===== config.mk =====
export PLATFORM = sky130hd
export DESIGN_NAME = archive_sector_record_decoder_core
export DESIGN_NICKNAME = d
export VERILOG_FILES = /design/src/design/asrd_pkg.sv /design/src/design/archive_sector_record_decoder_core.sv
export SDC_FILE = /design/constraint.sdc
export NUM_CORES = 1
export LEC_CHECK = 0
export ABC_AREA = 1
export ABC_CLOCK_PERIOD_IN_PS = 7130
export BUFFER_PORTS_ARGS = -buffer_cell sky130_fd_sc_hd__buf_4
export CAP_MARGIN = 40
export CORE_MARGIN = 3
export CORE_UTILIZATION = 25
export DETAILED_ROUTE_END_ITERATION = 12
export SYNTH_ARGS = -nofsm -noshare
export SYNTH_HDL_FRONTEND = slang
export SYNTH_SLANG_ARGS = --single-unit

===== constraint.sdc =====
create_clock -name clk -period 7.13 [get_ports clk]
set_input_delay 0.713 -clock clk [delete_from_list [all_inputs] [get_ports clk]]
set_output_delay 0.713 -clock clk [all_outputs]
set_load 0.02 [all_outputs]

===== src/design/asrd_pkg.sv =====
// ----------------------------------------------------------------------------
// asrd_pkg
// Shared constants, types and the CRC helper for the sector record decoder.
// ----------------------------------------------------------------------------
package asrd_pkg;

    // Data length for the large sector size (the small size is fixed).
    localparam int MAX_SECTOR_BYTES   = 256;
    localparam int SMALL_SECTOR_BYTES = 128;
    localparam int HEADER_BYTES       = 4;

    // Position counter covers header, data and both CRC bytes.
    localparam int POS_W = $clog2(HEADER_BYTES + MAX_SECTOR_BYTES + 2);

    localparam logic [POS_W-1:0] POS_PROTECTION = POS_W'(1);
    localparam logic [POS_W-1:0] POS_TRACK      = POS_W'(2);
    localparam logic [POS_W-1:0] POS_SECTOR     = POS_W'(3);
    localparam logic [POS_W-1:0] POS_DATA_START = POS_W'(HEADER_BYTES);
    localparam logic [POS_W-1:0] POS_END_LARGE  = POS_W'(HEADER_BYTES + MAX_SECTOR_BYTES);
    localparam logic [POS_W-1:0] POS_END_SMALL  = POS_W'(HEADER_BYTES + SMALL_SECTOR_BYTES);

    localparam logic [7:0]  DATA_XOR      = 8'hB3;
    localparam logic [15:0] CRC_INIT      = 16'hFFFF;
    localparam logic [15:0] CRC_POLY_REFL = 16'h8408;

    localparam logic SIZE_CODE_LARGE = 1'b1;

    localparam logic KIND_DATA    = 1'b0;
    localparam logic KIND_SUMMARY = 1'b1;

    typedef struct packed {
        logic       kind;
        logic [7:0] data_byte;
        logic [7:0] byte_index;
        logic [7:0] track_number;
        logic [7:0] sector_number;
        logic       crc_mismatch;
        logic       protected_flag;
    } asrd_result_t;

    // Reflected CCITT CRC-16, one byte per call, unrolled into XOR logic.
    function automatic logic [15:0] crc_feed(input logic [15:0] crc_in,
                                             input logic [7:0]  data);
        logic [15:0] crc;
        crc = crc_in ^ {8'h00, data};
        for (int b = 0; b < 8; b++)
        begin
            if (crc[0])
                crc = (crc >> 1) ^ CRC_POLY_REFL;
            else
                crc = crc >> 1;
        end
        return crc;
    endfunction

endpackage


===== src/design/archive_sector_record_decoder_core.sv =====
// ----------------------------------------------------------------------------
// archive_sector_record_decoder_core
// Walks sector records byte by byte, descrambles data and checks the CRC.
// ----------------------------------------------------------------------------
// Usage:
// Raw record bytes arrive on byte_in with in_valid; a request is taken at a
// clock edge where in_valid is high and in_stall is low. Each record is four
// header bytes, 128 or 256 data bytes (cfg_wr_data: 0 or 1, written with
// cfg_wr_en while idle) and two CRC bytes, high byte first.
// Each data byte yields one data result, registered into the output register
// (or the skid entry while it is occupied); the second CRC byte yields one
// summary result (track, sector, CRC mismatch, protection flag) the same way.
// Header bytes and the first CRC byte give no result. The block takes one byte
// per cycle while in_stall is low; the byte-wide CRC update is combinational.
// Results sit in an output register backed by one skid entry, so a new byte
// is still taken while a result waits. in_stall rises only when both are
// full, and drops once out_stall is released.
// Reset puts the block at the start of a record with the CRC at FFFF and
// selects the 256-byte sector size; any pending result is dropped.
// ----------------------------------------------------------------------------
module archive_sector_record_decoder_core
    import asrd_pkg::*;
(
    input  logic       clk,
    input  logic       rst_n,

    input  logic       cfg_wr_en,
    input  logic       cfg_wr_data,

    input  logic       in_valid,
    output logic       in_stall,
    input  logic [7:0] byte_in,

    output logic       out_valid,
    input  logic       out_stall,
    output logic       kind,
    output logic [7:0] data_byte,
    output logic [7:0] byte_index,
    output logic [7:0] track_number,
    output logic [7:0] sector_number,
    output logic       crc_mismatch,
    output logic       protected_flag
);

    logic              size_code_reg;
    logic [POS_W-1:0]  pos_reg, pos_next;
    logic [15:0]       crc_reg, crc_next;
    logic [7:0]        prot_reg, prot_next;
    logic [7:0]        track_reg, track_next;
    logic [7:0]        sector_reg, sector_next;
    logic [7:0]        crc_hi_reg, crc_hi_next;

    logic              out_valid_reg, out_valid_next;
    asrd_result_t      out_reg, out_next;
    logic              skid_valid_reg, skid_valid_next;
    asrd_result_t      skid_reg, skid_next;

    logic              accept;
    logic              out_take;
    logic              res_valid;
    asrd_result_t      res;
    logic [POS_W-1:0]  data_end;
    logic [POS_W-1:0]  data_offset;
    logic [7:0]        decoded;

    assign accept      = in_valid && !in_stall;
    assign out_take    = out_valid_reg && !out_stall;
    assign data_end    = (size_code_reg == SIZE_CODE_LARGE) ? POS_END_LARGE : POS_END_SMALL;
    assign data_offset = pos_reg - POS_DATA_START;
    assign decoded     = byte_in ^ DATA_XOR;

    // Record walk and the result for the byte being taken.
    always_comb
    begin
        pos_next    = pos_reg;
        crc_next    = crc_reg;
        prot_next   = prot_reg;
        track_next  = track_reg;
        sector_next = sector_reg;
        crc_hi_next = crc_hi_reg;
        res_valid   = 1'b0;
        res         = '0;

        if (accept)
        begin
            if (pos_reg < POS_DATA_START)
            begin
                if (pos_reg == POS_PROTECTION)
                    prot_next = byte_in;
                if (pos_reg == POS_TRACK)
                    track_next = byte_in;
                if (pos_reg == POS_SECTOR)
                    sector_next = byte_in;
                crc_next = crc_feed(crc_reg, byte_in);
                pos_next = pos_reg + POS_W'(1);
            end
            else if (pos_reg < data_end)
            begin
                crc_next       = crc_feed(crc_reg, decoded);
                pos_next       = pos_reg + POS_W'(1);
                res_valid      = 1'b1;
                res.kind       = KIND_DATA;
                res.data_byte  = decoded;
                res.byte_index = data_offset[7:0];
            end
            else if (pos_reg == data_end)
            begin
                crc_hi_next = byte_in;
                pos_next    = pos_reg + POS_W'(1);
            end
            else
            begin
                // Anything past the first CRC byte closes the record, which
                // also covers a size change in the middle of a record.
                res_valid          = 1'b1;
                res.kind           = KIND_SUMMARY;
                res.track_number   = track_reg;
                res.sector_number  = sector_reg;
                res.crc_mismatch   = ({crc_hi_reg, byte_in} != crc_reg);
                res.protected_flag = (prot_reg != 8'h00);
                pos_next           = '0;
                crc_next           = CRC_INIT;
            end
        end
    end

    // Output register with one skid entry behind it.
    always_comb
    begin
        out_valid_next  = out_valid_reg;
        out_next        = out_reg;
        skid_valid_next = skid_valid_reg;
        skid_next       = skid_reg;

        if (skid_valid_reg)
        begin
            if (out_take)
            begin
                out_next        = skid_reg;
                skid_valid_next = 1'b0;
            end
        end
        else if (!out_valid_reg || out_take)
        begin
            out_valid_next = res_valid;
            out_next       = res;
        end
        else if (res_valid)
        begin
            skid_valid_next = 1'b1;
            skid_next       = res;
        end
    end

    always_ff @(posedge clk or negedge rst_n)
    begin
        if (!rst_n)
        begin
            size_code_reg  <= SIZE_CODE_LARGE;
            pos_reg        <= '0;
            crc_reg        <= CRC_INIT;
            prot_reg       <= '0;
            track_reg      <= '0;
            sector_reg     <= '0;
            crc_hi_reg     <= '0;
            out_valid_reg  <= 1'b0;
            skid_valid_reg <= 1'b0;
        end
        else
        begin
            if (cfg_wr_en)
                size_code_reg <= cfg_wr_data;
            pos_reg        <= pos_next;
            crc_reg        <= crc_next;
            prot_reg       <= prot_next;
            track_reg      <= track_next;
            sector_reg     <= sector_next;
            crc_hi_reg     <= crc_hi_next;
            out_valid_reg  <= out_valid_next;
            skid_valid_reg <= skid_valid_next;
        end
    end

    always_ff @(posedge clk)
    begin
        out_reg  <= out_next;
        skid_reg <= skid_next;
    end

    assign in_stall       = skid_valid_reg;
    assign out_valid      = out_valid_reg;
    assign kind           = out_reg.kind;
    assign data_byte      = out_reg.data_byte;
    assign byte_index     = out_reg.byte_index;
    assign track_number   = out_reg.track_number;
    assign sector_number  = out_reg.sector_number;
    assign crc_mismatch   = out_reg.crc_mismatch;
    assign protected_flag = out_reg.protected_flag;

endmodule

Yosys cells after proc, flatten, opt, wreduce, memory -nomap -nowiden

Index checks and enable logic that the tools add are counted.

$add $sub $neg: 2
Order comparisons: 2
Equality and inequality tests: 7
Muxes and demuxes: 75
Bitwise logic cells: 23
Reduce and logical (&&, ||, !) cells: 16

Operator list:

| kind                                                                          | number |
|---|---|
| 16-bit 2-to-1 mux                                                             | 55 |
| 35-bit 2-to-1 mux                                                             | 5 |
| 2-bit NOT with 3-bit output                                                   | 16 |
| 18-bit 2-to-1 mux                                                             | 2 |
| 9-bit 2-to-1 mux                                                              | 4 |
| 16-bit by 8-bit XOR with 16-bit output                                        | 2 |
| 9-bit by 2-bit == test with 1-bit output (second input constant)              | 2 |
| 16-bit != test                                                                | 1 |
| 3-bit AND reduction                                                           | 4 |
| 9-bit by 1-bit adder with 9-bit output (second input constant)                | 1 |
| 9-bit by 1-bit == test with 1-bit output (second input constant)              | 1 |
| 9-bit == test                                                                 | 1 |
| 9-bit by 3-bit less-than comparator with 1-bit output (second input constant) | 1 |
| 9-bit less-than comparator                                                    | 1 |
| 1-bit 2-to-1 mux                                                              | 9 |
| 8-bit nonzero test                                                            | 1 |
| 8-bit by 3-bit subtractor with 8-bit output (second input constant)           | 1 |
| 2-bit AND reduction                                                           | 3 |
| 5-bit NOT                                                                     | 1 |
| 1-bit NOT                                                                     | 4 |
| 4-bit AND reduction                                                           | 1 |
| 1-bit zero test                                                               | 3 |
| 3-bit != test (second input constant)                                         | 1 |
| 1-bit logical AND                                                             | 2 |
| other kinds (3)                                                               | 3 |

Bits in registers: 130
Output and inout bits: 37
Logic and storage cells: 148

Depth between registers and ports, before layout

Depth in word-level cells: 41
Gate-level depth with buffers: 12
Mapped depth without buffers: 11

Least setup slack after synthesis

No wires, ideal clock.

Path type: register to register
Start: reg skid_valid_reg (netlist: in_stall)
End: reg out_reg (netlist bit byte_index[0]), enable pin
Library setup time: 0.429 ns
Data arrival time: 2.332 ns
Required time: 6.701 ns
Slack: 4.369 ns
Cell stages (with the launch flop): 5
Buffers on the path: 1
Clock period less this slack: 2.761 ns
Cell sequence: dfrtp_1 clkbuf_1 inv_1 nor2_1 nor2_1

Cells in the longest elaborated chain, start to end: 2
Elaborated cells on any way between the ends: 3

RTL lines:

| item                                                                                                   | line                                      | source |
|---|---|---|
| from (decl)                                                                                            | archive_sector_record_decoder_core.sv:55  | `logic skid_valid_reg, skid_valid_next;` |
| from (signal assigned)                                                                                 | archive_sector_record_decoder_core.sv:180 | `skid_valid_reg <= skid_valid_next;` |
| 2-bit by 1-bit != test with 1-bit output (no source line) / 2-bit nonzero test (equally long branches) | --                                        |  |
| 2-bit AND reduction (no source line) (*)                                                               | --                                        |  |
| to (signal assigned)                                                                                   | archive_sector_record_decoder_core.sv:186 | `out_reg <= out_next;` |
| to (decl)                                                                                              | archive_sector_record_decoder_core.sv:54  | `asrd_result_t out_reg, out_next;` |

Every way passes the cells marked *; elsewhere a longest branch is shown, timed or not.
A chain may end at the register's enable or synchronous reset.

Worst setup path after layout

Start: reg size_code_reg
End: reg skid_reg[26] (netlist bit), enable pin

Cells in the longest elaborated chain, start to end: 7
Elaborated cells on any way between the ends: 8

RTL lines:

| item                                                               | line                                      | source |
|---|---|---|
| from (decl)                                                        | archive_sector_record_decoder_core.sv:45  | `logic size_code_reg;` |
| from (signal assigned)                                             | archive_sector_record_decoder_core.sv:172 | `size_code_reg <= cfg_wr_data;` |
| 9-bit 2-to-1 mux (*)                                               | archive_sector_record_decoder_core.sv:68  | `assign data_end = (size_code_reg == SIZE_CODE_LARGE) ? POS_END_LARGE : POS_END_SMALL;` |
| branches (longest 2 deep; another with 9-bit less-than comparator) | --                                        |  |
| 1-bit 2-to-1 mux (*)                                               | archive_sector_record_decoder_core.sv:97  | `else if (pos_reg < data_end)` |
| 1-bit 2-to-1 mux (*)                                               | archive_sector_record_decoder_core.sv:86  | `if (pos_reg < POS_DATA_START)` |
| 1-bit 2-to-1 mux (*)                                               | archive_sector_record_decoder_core.sv:84  | `if (accept)` |
| 3-bit AND reduction (no source line) (*)                           | --                                        |  |
| to (signal assigned)                                               | archive_sector_record_decoder_core.sv:187 | `skid_reg <= skid_next;` |
| to (decl)                                                          | archive_sector_record_decoder_core.sv:56  | `asrd_result_t skid_reg, skid_next;` |

Every way passes the cells marked *.

==> flow_results.xml <==
<?xml version="1.0" encoding="UTF-8"?>
<metrics>
  <group name="synthesis">
    <metric name="synth.yosys.warnings" unit="">0</metric>
    <metric name="ys_seq_area_share" unit="%">59.76</metric>
    <metric name="post_synth_instance_area" unit="µm²">6066</metric>
    <metric name="netlist_top_cells_area" unit="">sky130_fd_sc_hd__edfxtp_1 (35%), sky130_fd_sc_hd__dfrtp_1 (18%), sky130_fd_sc_hd__nand2_1 (14%), sky130_fd_sc_hd__dfstp_2 (7.4%), sky130_fd_sc_hd__o21ai_0 (4.2%)</metric>
    <metric name="mappedNetlistNets" unit="">664</metric>
    <metric name="synth_most_common_cell" unit="">sky130_fd_sc_hd__nand2_1</metric>
    <metric name="ys_top_cells_by_count" unit="">sky130_fd_sc_hd__nand2_1 (223), sky130_fd_sc_hd__edfxtp_1 (70), sky130_fd_sc_hd__inv_1 (67)</metric>
    <metric name="post-synth-top-area-fraction" unit="%">34.65</metric>
    <metric name="yosys_most_used_dff" unit="">sky130_fd_sc_hd__edfxtp_1</metric>
    <metric name="synth_area_per_cell" unit="µm²">9.478</metric>
    <metric name="synthesis.instances" unit="">640</metric>
    <metric name="synth_area_leader_cell" unit="">sky130_fd_sc_hd__edfxtp_1</metric>
    <metric name="synthDistinctLibCells" unit="">36</metric>
    <metric name="synth-edff-count" unit="">70</metric>
    <metric name="flops_latches_synth" unit="">130</metric>
    <metric name="synthArstFlopShare" unit="%">46.15</metric>
  </group>
  <group name="cells_and_area">
    <metric name="synth_to_final_area_change" unit="%">21.74</metric>
    <metric name="nets" unit="">720</metric>
    <metric name="largest_register_ff_count" unit="">35</metric>
    <metric name="final_util" unit="%">31.18</metric>
    <metric name="sequential_cell_area" unit="µm²">3625</metric>
    <metric name="layout-drive-gt1-share" unit="%">17.63</metric>
    <metric name="fillerInstances" unit="">2482</metric>
    <metric name="multi_input_comb_area" unit="µm²">2073</metric>
  </group>
  <group name="power">
    <metric name="switching_power" unit="mW">1.282</metric>
    <metric name="share_seq_of_total_power" unit="%">38.3</metric>
    <metric name="power.share.switching" unit="%">38.42</metric>
    <metric name="power_per_cell_area" unit="nW/µm²">451.8</metric>
    <metric name="cellLeakagePower" unit="nW">3.446</metric>
    <metric name="irDropWorstVdd" unit="mV">0.1555</metric>
    <metric name="power.internal" unit="mW">2.054</metric>
    <metric name="power.combinational.fraction" unit="%">35.8</metric>
    <metric name="clock_power_share" unit="%">25.9</metric>
  </group>
  <group name="setup_path">
    <metric name="critical_path_start_type" unit="">register</metric>
    <metric name="path_delay_family" unit="">simple AND/OR/NAND/NOR gates</metric>
    <metric name="crit_slowest_cell" unit="">sky130_fd_sc_hd__dfstp_2</metric>
    <metric name="cp_num_buf_inv" unit="">3</metric>
    <metric name="maximum_net_fanout_on_the_critical_path" unit="">35</metric>
    <metric name="setup.worst_path.class" unit="">register to register</metric>
    <metric name="max_stage_delay" unit="ns">0.53</metric>
    <metric name="timing.critical_path.arrival" unit="ns">2.41</metric>
    <metric name="cp_cell_sequence" unit="">inv_1 &gt; ha_1 &gt; nand2_1 &gt; nor2_1 &gt; nor2_1 &gt; nand2_4 &gt; nand2_1 &gt; nand3_1 &gt; inv_1 &gt; buf_4</metric>
    <metric name="cp-end-kind" unit="">register</metric>
    <metric name="required" unit="ns">7.19</metric>
  </group>
  <group name="grt">
    <metric name="grt-ovfl-total" unit="">0</metric>
    <metric name="grt_use_total" unit="%">10.73</metric>
    <metric name="initial_antenna_violation_count" unit="">0</metric>
    <metric name="grt_max_degree" unit="">61</metric>
    <metric name="wire_length_of_the_first_global_routing_pass" unit="mm">22.05</metric>
    <metric name="number_of_global_route_vias_before_repair" unit="">4092</metric>
  </group>
  <group name="timing">
    <metric name="achievable-frequency" unit="MHz">426.4</metric>
    <metric name="layout_min_cycle_time" unit="ns">2.345</metric>
    <metric name="tightestPinTransition" unit="ns">0.7981</metric>
    <metric name="timing.final.max_slew_violations" unit="">0</metric>
    <metric name="final_min_period_over_clock_period" unit="%">32.90</metric>
    <metric name="finalHoldViolCount" unit="">0</metric>
    <metric name="fin_worst_skew" unit="ns">0.01072</metric>
    <metric name="rsz0062_at_grt" unit="">no</metric>
    <metric name="setup-tns-final" unit="ns">0</metric>
    <metric name="timing.final.setup_violations" unit="">0</metric>
    <metric name="slew-limit-headroom" unit="%">46.79</metric>
  </group>
  <group name="cts">
    <metric name="path_clk_slew" unit="ns">0.07</metric>
    <metric name="cts_max_path_buffers" unit="">2</metric>
    <metric name="tritoncts" unit="">done</metric>
    <metric name="cts_setup_buffers" unit="">0</metric>
    <metric name="holdBufCountCts" unit="">0</metric>
    <metric name="h-tree-depth" unit="">4</metric>
    <metric name="numClockSinks" unit="">130</metric>
    <metric name="post_cts_resize_count" unit="">0</metric>
    <metric name="cts_made_buffers" unit="">17</metric>
    <metric name="clock_latency" unit="ns">0.42</metric>
    <metric name="cts_root_buf" unit="">sky130_fd_sc_hd__clkbuf_16</metric>
  </group>
  <group name="detailed_routing">
    <metric name="detailedRoute.firstPassIterationCount" unit="">5</metric>
    <metric name="average_via_count_per_standard_cell" unit="">4.221</metric>
    <metric name="via_count" unit="">4343</metric>
    <metric name="post-route-drc-count" unit="">0</metric>
    <metric name="drt.antenna.violating_nets" unit="">0</metric>
    <metric name="detail_route.iter0.violations" unit="">338</metric>
    <metric name="wl_per_cell" unit="µm">13.23</metric>
    <metric name="postRouteWirelength" unit="mm">13.62</metric>
  </group>
  <group name="run_status">
    <metric name="status" unit="">finished clean</metric>
  </group>
  <group name="run">
    <metric name="cap_violations" unit="">0</metric>
  </group>
  <group name="placement">
    <metric name="numPortBuffers" unit="">50</metric>
    <metric name="routability_driven_placement_congestion_ratio" unit="">0.8565</metric>
    <metric name="dpl.hpwl" unit="mm">9.413</metric>
  </group>
  <group name="floorplanning">
    <metric name="floorplan_core_area" unit="µm²">23680</metric>
    <metric name="dieHeight" unit="µm">161.8</metric>
    <metric name="boundaryPins" unit="">51</metric>
    <metric name="chipWidth" unit="µm">161.8</metric>
    <metric name="initial_core_util" unit="%">25.61</metric>
    <metric name="floorplan.rows" unit="">56</metric>
    <metric name="fp.dieArea" unit="µm²">26170</metric>
  </group>
  <group name="min_path">
    <metric name="worstHoldPathType" unit="">input port to asynchronous set/reset pin</metric>
  </group>
</metrics>
## power groups by stage
stage	clock, mW	combinational [mW]	sequential (mW)
2_1_floorplan	0	0.704	1.40
3_3_place_gp	0	1.17	1.29
3_5_place_dp	0	1.21	1.29
4_1_cts	0.881	1.22	1.28
5_1_grt	0.914	1.34	1.31
6_report	0.864	1.20	1.28
## through the flow
step / worst slack (ns) / cells / area (µm²) / power, mW / hold WS [ns]
finish: 4.785 / 1029 / 7385 / 3.336 / 0.3798
global route: 4.583 / 1028 / 7382 / 3.569 / 0.4374
CTS: 4.766 / 1028 / 7382 / 3.378 / 0.4049
detailed placement: 4.682 / 996 / 6794 / 2.503 / 0.4737
global placement: 4.428 / 994 / 6759 / 2.462 / 0.4656
floorplan: 4.369 / 640 / 6066 / 2.100 / 0.4174
## area by class of cell
class | instances | area share (%)
sequential | 130 | 49.09
multi-input combinational | 422 | 28.08
clock buffer | 17 | 5.761
timing repair buffer | 54 | 5.761
tap | 319 | 5.405
inverter | 71 | 3.677
clock inverter | 15 | 2.203
antenna | 1 | 0.03389
## worst register-to-register path, cell delays in order, from the launching register on
cell and delay, ns:
sky130_fd_sc_hd__dfstp_2 0.53, sky130_fd_sc_hd__inv_1 0.05, sky130_fd_sc_hd__ha_1 0.31, sky130_fd_sc_hd__nand2_1 0.11, sky130_fd_sc_hd__nor2_1 0.05, sky130_fd_sc_hd__nor2_1 0.16, sky130_fd_sc_hd__nand2_4 0.11, sky130_fd_sc_hd__nand2_1 0.09
sky130_fd_sc_hd__nand3_1 0.06, sky130_fd_sc_hd__inv_1 0.06, sky130_fd_sc_hd__buf_4 0.42
## path summary, 6_finish.rpt
kind	start	end	slack, ns	depth (start not counted)
worst min register to register	track_reg[0]	track_reg[0]	0.48	2
min in group clk	cfg_wr_en	size_code_reg	0.48	2
max in group asynchronous	rst_n	pos_reg[3]	6.23	1
worst min-delay path	rst_n	crc_hi_reg[3]	0.38	1
worst max-delay path	size_code_reg	skid_reg[26]	4.78	10
worst max register to register	size_code_reg	skid_reg[26]	4.78	10
## metal layers
metal / GRT usage (%) / wire length (µm)
met4: 3.722 / 200
met5: 0 / 0
met1: 14.99 / 6729
met3: 2.780 / 668
met2: 16.16 / 6018
## cell usage in the layout, fill, tap and decap left out, drive strengths merged, types with 17 or more instances in the layout
| cell | count |
|---|---|
| nand2 | 227 |
| inv | 79 |
| edfxtp | 70 |
| dfrtp | 43 |
| clkbuf | 17 |
| buf | 54 |
| nand3 | 37 |
| dfstp | 17 |
| o21ai | 63 |
| nor2 | 45 |
## cells by family after synthesis
group / synth area share, %
adder cells (fa/ha/maj): 2.063
flip-flops: 59.76
buffers and inverters: 6.188
AND/OR/NAND/NOR: 23.68
XOR/XNOR: 2.599
AO/OA/AOI/OAI: 5.714
(Power assumes the default switching activity.)
